<file path="src/hdl/qsp_pkg.sv">
package qsp_pkg;

   localparam int unsigned CHAR_W = 8;
   localparam int unsigned TAG_W  = 2;
   localparam int unsigned HELD_W = 2;

   localparam logic [CHAR_W-1:0] CH_PCT   = 8'h25;
   localparam logic [CHAR_W-1:0] CH_PLUS  = 8'h2B;
   localparam logic [CHAR_W-1:0] CH_AMP   = 8'h26;
   localparam logic [CHAR_W-1:0] CH_EQ    = 8'h3D;
   localparam logic [CHAR_W-1:0] CH_SPACE = 8'h20;
   localparam logic [CHAR_W-1:0] CH_ZERO  = 8'h30;

   localparam logic [TAG_W-1:0] TAG_NAME  = 2'd0;
   localparam logic [TAG_W-1:0] TAG_VALUE = 2'd1;
   localparam logic [TAG_W-1:0] TAG_END   = 2'd2;

   localparam logic KIND_CHAR = 1'b0;
   localparam logic KIND_EOS  = 1'b1;

   localparam logic [HELD_W-1:0] HELD_NONE  = 2'd0;
   localparam logic [HELD_W-1:0] HELD_PCT   = 2'd1;
   localparam logic [HELD_W-1:0] HELD_DIGIT = 2'd2;

   localparam int unsigned MAX_RUN   = 3;
   localparam int unsigned RUN_W     = $clog2(MAX_RUN + 1);
   localparam int unsigned RSP_DEPTH = 8;
   localparam int unsigned PTR_W     = $clog2(RSP_DEPTH);
   localparam int unsigned CNT_W     = $clog2(RSP_DEPTH + 1);

   typedef struct packed {
      logic              kind;
      logic [CHAR_W-1:0] in_char;
   } req_type;

   typedef struct packed {
      logic [CHAR_W-1:0] out_char;
      logic [TAG_W-1:0]  tag;
      logic              pair_ok;
      logic              last_of_run;
   } rsp_type;

   typedef struct packed {
      logic              in_value;
      logic              name_seen;
      logic [HELD_W-1:0] held_count;
      logic [CHAR_W-1:0] held_digit;
   } state_type;

   function automatic logic is_hex(input logic [CHAR_W-1:0] c);
      is_hex = (c >= 8'h30 && c <= 8'h39) || (c >= 8'h41 && c <= 8'h46) ||
               (c >= 8'h61 && c <= 8'h66);
   endfunction

   function automatic logic [3:0] hex_val(input logic [CHAR_W-1:0] c);
      logic [CHAR_W-1:0] d;
      d = '0;
      if (c >= 8'h30 && c <= 8'h39) begin
         d = c - 8'h30;
      end else if (c >= 8'h41 && c <= 8'h46) begin
         d = c - 8'h37;
      end else if (c >= 8'h61 && c <= 8'h66) begin
         d = c - 8'h57;
      end
      hex_val = d[3:0];
   endfunction

endpackage

</file>
<file path="src/hdl/qsp_decode.sv">
module qsp_decode
   import qsp_pkg::*;
(
   input  req_type          req,
   input  state_type        cur,
   output state_type        nxt,
   output logic [RUN_W-1:0] run_n,
   output rsp_type          run [MAX_RUN]
);

   logic [CHAR_W-1:0] c;
   logic              do_plain;
   logic [RUN_W-1:0]  n;

   assign c = req.in_char;

   always_comb begin
      nxt      = cur;
      n        = '0;
      do_plain = 1'b0;
      for (int i = 0; i < MAX_RUN; i++) begin
         run[i] = '0;
      end

      if (req.kind == KIND_EOS || c == CH_AMP) begin
         if (cur.held_count == HELD_PCT || cur.held_count == HELD_DIGIT) begin
            run[n] = '{CH_PCT, TAG_VALUE, 1'b0, 1'b0};
            n = n + 1'b1;
            if (cur.held_count == HELD_DIGIT) begin
               run[n] = '{cur.held_digit, TAG_VALUE, 1'b0, 1'b0};
               n = n + 1'b1;
            end
         end
         run[n] = '{'0, TAG_END, cur.in_value & cur.name_seen, 1'b0};
         n = n + 1'b1;
         nxt.in_value   = 1'b0;
         nxt.name_seen  = 1'b0;
         nxt.held_count = HELD_NONE;
         nxt.held_digit = '0;
      end else if (!cur.in_value) begin
         if (c == CH_EQ) begin
            nxt.in_value = 1'b1;
         end else begin
            run[n] = '{c, TAG_NAME, 1'b0, 1'b0};
            n = n + 1'b1;
            nxt.name_seen = 1'b1;
         end
      end else begin
         case (cur.held_count)
            HELD_PCT: begin
               if (is_hex(c)) begin
                  nxt.held_digit = c;
                  nxt.held_count = HELD_DIGIT;
               end else begin
                  run[n] = '{CH_PCT, TAG_VALUE, 1'b0, 1'b0};
                  n = n + 1'b1;
                  nxt.held_count = HELD_NONE;
                  do_plain = 1'b1;
               end
            end
            HELD_DIGIT: begin
               nxt.held_count = HELD_NONE;
               if (is_hex(c) && !(cur.held_digit == CH_ZERO && c == CH_ZERO)) begin
                  run[n] = '{{hex_val(cur.held_digit), hex_val(c)}, TAG_VALUE, 1'b0, 1'b0};
                  n = n + 1'b1;
               end else begin
                  run[n] = '{CH_PCT, TAG_VALUE, 1'b0, 1'b0};
                  n = n + 1'b1;
                  run[n] = '{cur.held_digit, TAG_VALUE, 1'b0, 1'b0};
                  n = n + 1'b1;
                  if (is_hex(c)) begin
                     run[n] = '{c, TAG_VALUE, 1'b0, 1'b0};
                     n = n + 1'b1;
                  end else begin
                     do_plain = 1'b1;
                  end
               end
            end
            default: begin
               nxt.held_count = HELD_NONE;
               do_plain = 1'b1;
            end
         endcase

         if (do_plain) begin
            if (c == CH_PCT) begin
               nxt.held_count = HELD_PCT;
            end else begin
               run[n] = '{(c == CH_PLUS) ? CH_SPACE : c, TAG_VALUE, 1'b0, 1'b0};
               n = n + 1'b1;
            end
         end
      end

      if (n != '0) begin
         run[n - 1'b1].last_of_run = 1'b1;
      end
      run_n = n;
   end

endmodule

</file>
<file path="src/hdl/qsp_fifo.sv">
module qsp_fifo
   import qsp_pkg::*;
(
   input  logic             clock,
   input  logic             reset,
   input  logic [RUN_W-1:0] push_n,
   input  rsp_type          push_data [MAX_RUN],
   input  logic             pop,
   output rsp_type          head,
   output logic             not_empty,
   output logic             has_room
);

   rsp_type           mem_ff [RSP_DEPTH];
   logic [PTR_W-1:0]  wr_ptr_ff;
   logic [PTR_W-1:0]  wr_ptr_in;
   logic [PTR_W-1:0]  rd_ptr_ff;
   logic [PTR_W-1:0]  rd_ptr_in;
   logic [CNT_W-1:0]  count_ff;
   logic [CNT_W-1:0]  count_in;

   assign not_empty = (count_ff != '0);
   assign has_room  = (count_ff <= CNT_W'(RSP_DEPTH - MAX_RUN));
   assign head      = mem_ff[rd_ptr_ff];

   always_comb begin
      wr_ptr_in = wr_ptr_ff + PTR_W'(push_n);
      rd_ptr_in = rd_ptr_ff + PTR_W'(pop);
      count_in  = count_ff + CNT_W'(push_n) - CNT_W'(pop);
   end

   always_ff @(posedge clock) begin
      for (int i = 0; i < MAX_RUN; i++) begin
         if (RUN_W'(i) < push_n) begin
            mem_ff[wr_ptr_ff + PTR_W'(i)] <= push_data[i];
         end
      end
   end

   always_ff @(posedge clock) begin
      if (reset) begin
         wr_ptr_ff <= '0;
         rd_ptr_ff <= '0;
         count_ff  <= '0;
      end else begin
         wr_ptr_ff <= wr_ptr_in;
         rd_ptr_ff <= rd_ptr_in;
         count_ff  <= count_in;
      end
   end

endmodule

</file>
<file path="src/hdl/query_string_pair_splitter_decoder.sv">
// Query string splitter with form decoding of values.
//
// req channel: one word per query character (kind 0) or end of string
// (kind 1). rsp channel: name bytes, decoded value bytes and one pair-end
// word per '&'-separated segment; last_of_run marks the final word that a
// request word produced.
//
// A request word is decoded in the cycle it is accepted and its zero to
// three result words are written into an 8-entry registered result queue;
// the first shows on rsp once any words ahead of it have gone. The queue
// takes a new request whenever it has room for three words, so a request
// is taken every cycle while the output keeps up; when rsp_stall is low
// rsp drains one word per cycle, the sustained rate for bad-escape values.
//
// Reset empties the queue and returns the parser to the name of a fresh
// segment. While rsp_stall is high the head word holds, and req_stall rises
// once fewer than three queue entries are free.
module query_string_pair_splitter_decoder
   import qsp_pkg::*;
(
   input  logic    clock,
   input  logic    reset,
   input  logic    req_valid,
   output logic    req_stall,
   input  req_type req_data,
   output logic    rsp_valid,
   input  logic    rsp_stall,
   output rsp_type rsp_data
);

   state_type        state_ff;
   state_type        state_in;
   logic [RUN_W-1:0] run_n;
   logic [RUN_W-1:0] push_n;
   rsp_type          run [MAX_RUN];
   logic             has_room;
   logic             accept;

   assign req_stall = !has_room;
   assign accept    = req_valid && has_room;
   assign push_n    = accept ? run_n : '0;

   qsp_decode u_decode (
      .req   (req_data),
      .cur   (state_ff),
      .nxt   (state_in),
      .run_n (run_n),
      .run   (run)
   );

   qsp_fifo u_fifo (
      .clock     (clock),
      .reset     (reset),
      .push_n    (push_n),
      .push_data (run),
      .pop       (rsp_valid && !rsp_stall),
      .head      (rsp_data),
      .not_empty (rsp_valid),
      .has_room  (has_room)
   );

   always_ff @(posedge clock) begin
      if (reset) begin
         state_ff <= '0;
      end else if (accept) begin
         state_ff <= state_in;
      end
   end

endmodule

</file>
<file path="config.mk">
export PLATFORM = sky130hd
export DESIGN_NAME = query_string_pair_splitter_decoder
export DESIGN_NICKNAME = d
export VERILOG_FILES = /design/src/hdl/qsp_pkg.sv /design/src/hdl/qsp_decode.sv /design/src/hdl/qsp_fifo.sv /design/src/hdl/query_string_pair_splitter_decoder.sv
export SDC_FILE = /design/constraint.sdc
export NUM_CORES = 1
export LEC_CHECK = 0
export BUFFER_PORTS_ARGS = -buffer_cell sky130_fd_sc_hd__buf_4
export CAP_MARGIN = 15
export CORE_MARGIN = 2
export CORE_UTILIZATION = 58
export CTS_BUF_LIST = sky130_fd_sc_hd__clkbuf_16
export DETAILED_ROUTE_END_ITERATION = 7
export HOLD_SLACK_MARGIN = 0.05
export PLACE_DENSITY = 0.75
export SLEW_MARGIN = 5
export SYNTH_ARGS = -nofsm -noshare
export SYNTH_HDL_FRONTEND = slang
export SYNTH_SLANG_ARGS = --single-unit
</file>
<file path="constraint.sdc">
create_clock -name clock -period 5.8 [get_ports clock]
set_input_delay 0.58 -clock clock [delete_from_list [all_inputs] [get_ports clock]]
set_output_delay 0.58 -clock clock [all_outputs]
set_load 0.1 [all_outputs]
</file>
==> results of run 1 <==
worst max-delay path, cell delays in order:
cell	delay, ns
buf_4	0.13
inv_1	0.11
ha_1	0.25
o21bai_1	0.31
a21o_1	0.38
nand2_1	0.17
a21oi_1	0.21
inv_1	0.11
ha_1	0.32
nor4_4	0.33
a311o_1	0.17
buf_4	0.17
nand2_1	0.09
buf_4	0.21
or3_1	0.37
buf_4	0.20
o211ai_1	0.50
routing by layer:
metal,routed length (um),vias up,track usage [%]
met3,2140,64,6.96
li1,-,2840,-
met1,9110,3155,41.7
met2,10900,366,50.3
met4,772,0,13.2
met5,0,-,0
stage by stage:
step / cell area, um^2 / util, % / worst slack [ns] / power [mW]
after floorplan: 8290 / - / 1.52 / 1.77
after global placement: 8610 / 61.8 / 0.983 / 1.94
after detailed placement: 8610 / 61.8 / 0.874 / 1.97
after CTS: 9210 / 66.1 / 1.23 / 3.01
after global routing: 9220 / 66.2 / 0.906 / 3.12
final: 9220 / 66.2 / 1.21 / 3.01
power breakdown:
part | total [mW] | switching, mW | internal, mW
Combinational | 0.911 | 0.599 | 0.312
Clock | 1.06 | 0.376 | 0.680
Sequential | 1.04 | 0.0735 | 0.965
flip-flops by register name, summed over array words and instances, names as in the netlist:
signal,count
state_ff,12
u_fifo.count_ff,4
u_fifo.mem_ff,96
u_fifo.rd_ptr_ff,3
u_fifo.wr_ptr_ff,3
cells by family after synthesis:
kind of cell	Yosys count	share of synthesized area, %
adders and majority gates	30	4.71
DFF	118	40.1
xor gates and xnor gates	7	0.740
AOI/OAI and AO/OA	146	13.0
and+or+nand+nor	153	10.8
muxes	184	26.0
buffers and inverters	84	4.64
cell usage after synthesis, types with 3 or more instances:
master	n	area (um^2)
and3_1	8	50.1
o211ai_1	17	128
xnor2_1	6	52.6
nand3_1	13	65.1
a21oi_1	29	145
inv_1	29	109
dfxtp_1	22	440
buf_2	18	90.1
o21ai_1	4	20.0
mux2_2	12	135
ha_1	28	350
nor2b_1	7	43.8
o21a_1	3	22.5
a22o_1	9	78.8
nand4_1	13	81.3
o22ai_1	3	18.8
mux2i_1	148	1480
buf_4	4	30.0
buf_6	4	45.0
o21ai_0	7	35.0
a211oi_1	14	105
edfxtp_1	96	2880
nor4b_1	3	26.3
o221ai_1	3	26.3
mux4_2	24	541
clkbuf_1	22	82.6
a22oi_1	7	52.6
a21o_1	12	90.1
buf_1	5	18.8
nor2_1	30	113
nor4_1	3	18.8
or3_1	5	31.3
nor3_1	10	50.1
nand2b_1	3	18.8
nand2_1	30	113
or2_2	4	25.0
worst max-delay path by stage:
stage / end / from / cells past startpoint
floorplan: u_fifo.mem_ff[1][0] / req_data[1] / 15
global placement: u_fifo.mem_ff[4][8] / req_data[1] / 17
detailed placement: u_fifo.mem_ff[5][5] / req_data[1] / 16
CTS: u_fifo.mem_ff[5][1] / req_data[1] / 16
global route: u_fifo.mem_ff[4][6] / req_data[1] / 16
finish: u_fifo.mem_ff[4][10] / req_data[1] / 17
area by class of cell:
class                   count  area share, %
multi-input cells         520           49.6
clock inverters            11          0.814
well taps                 180           2.44
repair buffers             51           4.12
flip-flops and latches    118           36.1
clock buffers              21           5.70
inverters                  30           1.22
==> metrics.txt, run 1 <==
status=finished, final reports clean; worst reg2reg setup slack=about 1.4 ns; Port Buffers=26; Synth warnings=0; f_max=0.218 GHz; DR WL/cell=24.6 um; Post-synth EDFFs=96; Non-Filler Instances=931; sequential fraction of the synthesis area=40.1%; Die ar.=15300 um^2; RSZ-0062 raised after global routing=no; CTS Sinks=~120; htree depth=4; area grow syn2layout=11.3%; asr flop ratio synth=0%; Core Area=13900 um^2; initial antenna violation count=0; synthesized netlist net count=765; first-pass GRT wire length=35300 um; Initial DRT Pass Iterations=5; commonest non-fill, non-tap cell in the layout=mux2i_1; area occupied by multi-input gates=4580 um^2; CTS Hold Bufs=0; Fin Clk Skew=0.00945 ns; placed cell count=897; Antenna Cells=0; Detailed Route WL=22900 um; Reg area=3320 um^2; crit path launch type=primary input; CP endpoint kind=flip-flop; vias post-DR=6425; Tmin final=~4.6 ns; Total GRT Usage=31.6%; min-delay src=reset; most common flop cell mapped by yosys=edfxtp_1; vias in the first global route=6174; r2r endpoint=u_fifo.mem_ff[4][10]; worst vdd ir=264 uV; # setup viols final=0; Hold WS=0.502 ns; final hold vios=0; CTS max path bufs=2; Final Cycle Share=a little under 80%; worst min path class=in2reg; CTS Buf Count=17; # nets final=approximately 780; Distinct cells, synth=between 80 and 90; Worst slew margin=21.2%; Tightest Pin Transition=1.18 ns; most frequent cells in the layout=148 x mux2i_1, 96 x edfxtp_1, 50 x buf_4; R2R Path Start=state_ff[8]; CTS tree=built; Clock Latency Late Sink=around 0.42 ns; number of cells on the worst reg-to-reg path=14; clock slew at reported path FFs=0.05 ns; max-slew violation count=0; starting density of the core=59.5%; max-cap violations=0; Leak=4.16 nW; WP data required=5.83 ns; Cells after Synth=722; largest net degree at the start of global routing=26; Seq cells post-synth=118; hold path cells=2; die height=124 um; DP Wirelength=16000 um; GPL Wtd Cong=just under 1; average vias per placed instance=6.90; ANT nets after route=0; Setup Buffers After CTS=0; crit path kind=in2reg; share of cells above drive strength 1=19.3%; crit-path max FO=13; syn avg cell area=between 10 and 15 um^2; Die W=between 100 and 150 um; Root Driver=clkbuf_16; hold path endpoint=state_ff[3]; DR iter-0 viols=just over 700; Cell Pwr Density=326 nW/um^2; # fillers=1052; Overflow after GRT=0; area of the mapped netlist=8290 um^2; drt drc=0; crit path DAT=between 4 and 5 ns; I/O pins=27; Rows=43; total negative setup slack=0 ns; cts repair resizes=0
Note: power is estimated with default switching activity, not from simulation.
==> run 2: changes to the inputs <==
--- a/config.mk
+++ b/config.mk
@@ -8,11 +8,11 @@
 export BUFFER_PORTS_ARGS = -buffer_cell sky130_fd_sc_hd__buf_4
 export CAP_MARGIN = 15
 export CORE_MARGIN = 2
-export CORE_UTILIZATION = 58
+export CORE_UTILIZATION = 57
 export CTS_BUF_LIST = sky130_fd_sc_hd__clkbuf_16
 export DETAILED_ROUTE_END_ITERATION = 7
 export HOLD_SLACK_MARGIN = 0.05
-export PLACE_DENSITY = 0.75
+export PLACE_DENSITY = 0.77
 export SLEW_MARGIN = 5
 export SYNTH_ARGS = -nofsm -noshare
 export SYNTH_HDL_FRONTEND = slang
==> constraint.sdc (replaced) <==
create_clock -name clock -period 3.7 [get_ports clock]
set_input_delay 0.37 -clock clock [delete_from_list [all_inputs] [get_ports clock]]
set_output_delay 0.37 -clock clock [all_outputs]
set_load 0.1 [all_outputs]
==> metrics.txt, run 2 (synthesized netlist as in run 1, its figures left out) <==
crit path DAT=3.64 ns (-0.98 ns); crit path max-delay cell type=ha_1; initial antenna violation count=0 (unchanged); drt drc=0 (unchanged); Worst slew margin=37.6% (+16 points); worst path cell trace=inv_1, ha_1, a31oi_1, a32o_1, or4b_1, a41o_1, a22o_1, mux2i_1, mux2i_1; WP data required=3.84 ns (-1.99 ns); ANT nets after route=0 (unchanged); Tightest Pin Transition=0.936 ns (-0.243 ns); worst reg2reg setup slack=0.20 ns (-1.24 ns); CTS Sinks=118 (unchanged); Clock Latency Late Sink=0.42 ns (about the same); # fillers=1071 (+1.8%); Die ar.=15500 um^2 (+1.7%); min-delay src=req_data[2]; Port Buffers=26 (unchanged); final hold vios=0 (unchanged); Worst Setup Slack, final=0.200 ns (-1.01 ns); Core Area=14400 um^2 (+3.1%); area grow syn2layout=16.9%; Detailed Route WL=24700 um (+7.5%); first-pass GRT wire length=38300 um (+8.6%); number of cells on the worst reg-to-reg path=9 (-5); Power Total=4.70 mW (+56%); Total GRT Usage=32.3% (+0.72 points); crit path launch type=flip-flop; # nets final=817 (+4.6%); f_max=0.286 GHz; status=finished, final reports clean; max-slew violation count=0 (unchanged); clock slew at reported path FFs=0.05 ns (about the same); GPL Wtd Cong=0.979 (+1.7%); hold path endpoint=state_ff[2]; Rows=44 (+2.3%); top flop regs=u_fifo.mem_ff x96, state_ff x12, u_fifo.count_ff x4; CTS Buf Count=17 (unchanged); hold path cells=3 (+1); Largest Register=u_fifo.mem_ff; Initial DRT Pass Iterations=5 (unchanged); CTS Hold Bufs=0 (unchanged); Bufs and invs on worst path=1 (-5); slowest stage delay, CP=0.56 ns (+0.06 ns); crit path kind=reg2reg; max FFs per register=96 (unchanged); # setup viols final=0 (unchanged); CP endpoint kind=flip-flop; cts repair resizes=0 (unchanged); Root Driver=clkbuf_16; DP Wirelength=16800 um (+5.0%); Reg area=3320 um^2 (unchanged); Tmin final=3.50 ns; I/O pins=27 (unchanged); crit-path max FO=9 (-4); r2r endpoint=u_fifo.mem_ff[0][7]; CTS max path bufs=2 (unchanged); Die W=125 um (+0.85%); vias in the first global route=6598 (+6.9%); most frequent cells in the layout=148 x mux2i_1, 96 x edfxtp_1, 75 x buf_4; CTS tree=built; area occupied by multi-input gates=4640 um^2 (+1.3%); vias post-DR=6670 (+3.8%); Setup Buffers After CTS=0 (unchanged); max-cap violations=0 (unchanged); RSZ-0062 raised after global routing=no; largest net degree at the start of global routing=26 (unchanged); htree depth=4 (unchanged); commonest non-fill, non-tap cell in the layout=mux2i_1; Fin Clk Skew=0.0105 ns (+0.00104 ns); Leak=4.37 nW (+4.9%); Cell Pwr Density=486 nW/um^2 (+49%); DR WL/cell=25.4 um (+3.2%); R2R Path Start=state_ff[8]; Final Cycle Share=a little over nine tenths; Overflow after GRT=0 (unchanged); Antenna Cells=0 (unchanged); critical path depth=9 (-8); share of cells above drive strength 1=24.3% (+5.0 points); DR iter-0 viols=825 (+17%); average vias per placed instance=6.88 (-0.36%); starting density of the core=57.7% (-1.8 points); die height=125 um (+0.85%); Top delay family on crit path=compound AO/OA/AOI/OAI gates; cell mode on critical path=mux2i_1; worst vdd ir=291 uV (+10%); post-place setup slack=-0.0721 ns (-0.946 ns); worst min path class=in2reg
==> run 2: worst reg2reg max path, stage by stage, from the launching register on <==
cell and delay [ns]:
dfxtp_1 0.38, inv_1 0.08, ha_1 0.56, a31oi_1 0.13
a32o_1 0.38, or4b_1 0.56, a41o_1 0.38, a22o_1 0.40
mux2i_1 0.25, mux2i_1 0.13
==> run 2: layout make-up <==
| class | count | share of cell area, % |
|---|---|---|
| multi-input cells | 520 | 47.9 |
| flip-flops and latches | 118 | 34.3 |
| repair buffers | 87 | 8.30 |
| clock buffers | 17 | 4.39 |
| well taps | 184 | 2.38 |
| clock inverters | 14 | 1.49 |
| inverters | 30 | 1.21 |
==> run 2: how the worst max path moves through the flow <==
stage,startpoint,to
after floorplan,req_data[0],u_fifo.mem_ff[3][0]
after global placement,req_data[1],u_fifo.mem_ff[0][9]
after detailed placement,req_data[1],u_fifo.mem_ff[0][4]
after CTS,state_ff[4],u_fifo.count_ff[3]
after global routing,state_ff[8],u_fifo.count_ff[3]
final,state_ff[8],u_fifo.mem_ff[0][7]
==> run 2: stage by stage <==
step / instance area [um^2] / util, % / std cells / setup TNS [ns] / hold WS, ns
floorplan: 8360 / - / 722 / 0 / 0.442
global placement: 9100 / 63.3 / 939 / 0 / 0.528
detailed placement: 9100 / 63.3 / 939 / -0.213 / 0.537
CTS: 9670 / 67.3 / 970 / 0 / 0.291
global route: 9680 / 67.4 / 970 / 0 / 0.325
finish: 9680 / 67.4 / 970 / 0 / 0.294
==> run 2: per-layer routing <==
layer / global-route usage [%] / up-vias / share of wire [%] / wire length (um)
met1: 42.8 / 3269 / 40 / 9790
met4: 12.0 / 0 / 3.8 / 929
met3: 6.27 / 73 / 8.6 / 2120
li1: - / 2929 / - / -
met2: 52.9 / 399 / 48 / 11800
met5: 0 / - / 0 / 0
==> run 2: report_power, final <==
part           leakage (nW)  switching (mW)  internal (mW)  total, mW
Clock                 0.285           0.571           1.03       1.61
Sequential             1.06           0.125           1.51       1.64
Combinational          3.02           0.950          0.508       1.46
==> run 3: changes to the inputs <==
--- a/config.mk
+++ b/config.mk
@@ -12,6 +12,7 @@
 export CTS_BUF_LIST = sky130_fd_sc_hd__clkbuf_16
 export DETAILED_ROUTE_END_ITERATION = 7
 export HOLD_SLACK_MARGIN = 0.05
+export MAX_ROUTING_LAYER = met4
 export PLACE_DENSITY = 0.77
 export SLEW_MARGIN = 5
 export SYNTH_ARGS = -nofsm -noshare
==> metrics.txt, run 3 (synthesized netlist as in run 1, its figures left out) <==
status=finished, final reports clean; r2r endpoint=u_fifo.mem_ff[0][4]; area grow syn2layout=16.1%; DP Wirelength=16500 um (-1.8%); Rows=44 (unchanged); most frequent cells in the layout=148 x mux2i_1, 96 x edfxtp_1, 78 x buf_4; Final Cycle Share=92.4% (-2.2 points); CTS Sinks=118 (unchanged); htree depth=4 (unchanged); vias post-DR=6677 (+0.10%); Port Buffers=26 (unchanged); CTS tree=built; crit path launch type=flip-flop; hold path endpoint=u_fifo.rd_ptr_ff[2]; final hold vios=0 (unchanged); CTS max path bufs=2 (unchanged); Clock Latency Late Sink=0.43 ns (about the same); worst vdd ir=364 uV (+25%); Largest Register=u_fifo.mem_ff; crit path kind=reg2reg; R2R Path Start=state_ff[4]; die height=125 um (unchanged); Int Pwr=2.92 mW (-4.6%); Tightest Pin Transition=0.980 ns (+0.0440 ns); # nets final=819 (+0.24%); Worst Setup Slack, final=0.282 ns (+0.0818 ns); Tmin final=3.42 ns (-0.0818 ns); DR WL/cell=25.1 um (-1.3%); top flop regs=u_fifo.mem_ff x96, state_ff x12, u_fifo.count_ff x4; GPL Wtd Cong=0.974 (-0.55%); CP endpoint kind=flip-flop; f_max=0.293 GHz (+2.4%); min-delay src=reset; sw frac=36.3% (+1.3 points); part of the power in registers=35.6% (+0.7 points); Power Total=4.57 mW (-2.7%); Die ar.=15500 um^2 (unchanged); Antenna Cells=0 (unchanged); Fin Clk Skew=0.00817 ns (-0.00232 ns); ANT nets after route=0 (unchanged); Leak=4.34 nW (-0.63%); DR iter-0 viols=689 (-16%); average vias per placed instance=6.87 (-0.10%); commonest non-fill, non-tap cell in the layout=mux2i_1; starting density of the core=57.7% (unchanged); crit-path max FO=9 (unchanged); Detailed Route WL=24400 um (-1.1%); number of cells on the worst reg-to-reg path=12 (+3); placed cell count=941 (+0.21%); worst min path class=in2reg; CTS Hold Bufs=0 (unchanged); Die W=125 um (unchanged); # setup viols final=0 (unchanged); Core Area=14400 um^2 (unchanged); largest net degree at the start of global routing=26 (unchanged); CTS Buf Count=17 (unchanged); Cell Pwr Density=475 nW/um^2 (-2.1%); I/O pins=27 (unchanged); share of cells above drive strength 1=24.1% (-0.19 points); vias in the first global route=6617 (+0.29%); clock slew at reported path FFs=0.05 ns (about the same); first-pass GRT wire length=37900 um (-1.1%); combinational share of power=31.9% (+0.9 points); Root Driver=clkbuf_16; Initial DRT Pass Iterations=6 (+1); Total GRT Usage=32.8% (+0.54 points); Hold WS=0.288 ns (-0.00606 ns); Overflow after GRT=0 (unchanged); cts repair resizes=0 (unchanged); # fillers=1091 (+1.9%); Worst slew margin=34.7% (-2.9 points); CP startpoint=state_ff[4]; max-cap violations=0 (unchanged); WP data required=3.86 ns (+0.02 ns); Clock power frac=32.5% (-1.6 points); Net Sw Power=1.66 mW (+0.86%); initial antenna violation count=0 (unchanged); hold path cells=2 (-1); worst reg2reg setup slack=0.28 ns (+0.08 ns); Non-Filler Instances=972 (+0.21%); Setup Buffers After CTS=0 (unchanged); RSZ-0062 raised after global routing=no; max-slew violation count=0 (unchanged); crit path DAT=3.57 ns (-0.07 ns); drt drc=0 (unchanged); max FFs per register=96 (unchanged); post-place setup slack=-0.0431 ns (+0.0289 ns); total negative setup slack=0 ns (unchanged)
[run 3: power by group through the flow]
stage	combinational (mW)	sequential [mW]	clock [mW]
after floorplan	1.22	1.57	0
after global routing	1.54	1.64	1.55
after detailed placement	1.45	1.66	0
after global placement	1.43	1.65	0
after CTS	1.46	1.63	1.49
final	1.46	1.63	1.49
[run 3: worst max-delay path, cell delays in order (launching register included)]
cell and delay [ns]:
dfxtp_1 0.40, nor4bb_1 0.40, nand4_1 0.24, a21oi_2 0.20, inv_1 0.09, ha_1 0.33, nor4_4 0.18, a311o_1 0.20
buf_4 0.19, nand4_1 0.30, buf_4 0.32, mux2i_1 0.17, mux2i_1 0.12
[run 3: per-layer routing]
metal / vias to the layer above / GRT usage [%] / wire (um) / share of wire [%]
met4: 0 / 13.5 / 990 / 4.1
li1: 2924 / - / - / -
met1: 3258 / 42.6 / 9650 / 40
met3: 87 / 4.64 / 2050 / 8.4
met2: 408 / 52.2 / 11700 / 48
met5: - / - / 0 / 0
[run 3: layout make-up]
cell class / count / area, um^2 / share of cell area [%]
clock buffers: 17 / 425 / 4.42
clock inverters: 14 / 95.1 / 0.988
inverters: 30 / 118 / 1.22
multi-input cells: 520 / 4620 / 48.1
flip-flops and latches: 118 / 3320 / 34.5
well taps: 184 / 230 / 2.39
repair buffers: 89 / 806 / 8.37
[run 3: how the worst max path moves through the flow]
stage / end / cells past startpoint
2_1_floorplan: u_fifo.mem_ff[3][0] / 15
3_3_place_gp: u_fifo.mem_ff[0][9] / 16
3_5_place_dp: u_fifo.mem_ff[7][9] / 16
4_1_cts: u_fifo.mem_ff[0][5] / 12
5_1_grt: u_fifo.mem_ff[0][6] / 12
6_report: u_fifo.mem_ff[0][4] / 12
[run 3: stage by stage]
step                      utilization (%)  instance area [um^2]
after global placement               63.3                  9100
final                                67.0                  9620
after global routing                 67.0                  9620
after floorplan                         -                  8360
after detailed placement             63.3                  9100
after CTS                            67.0                  9620
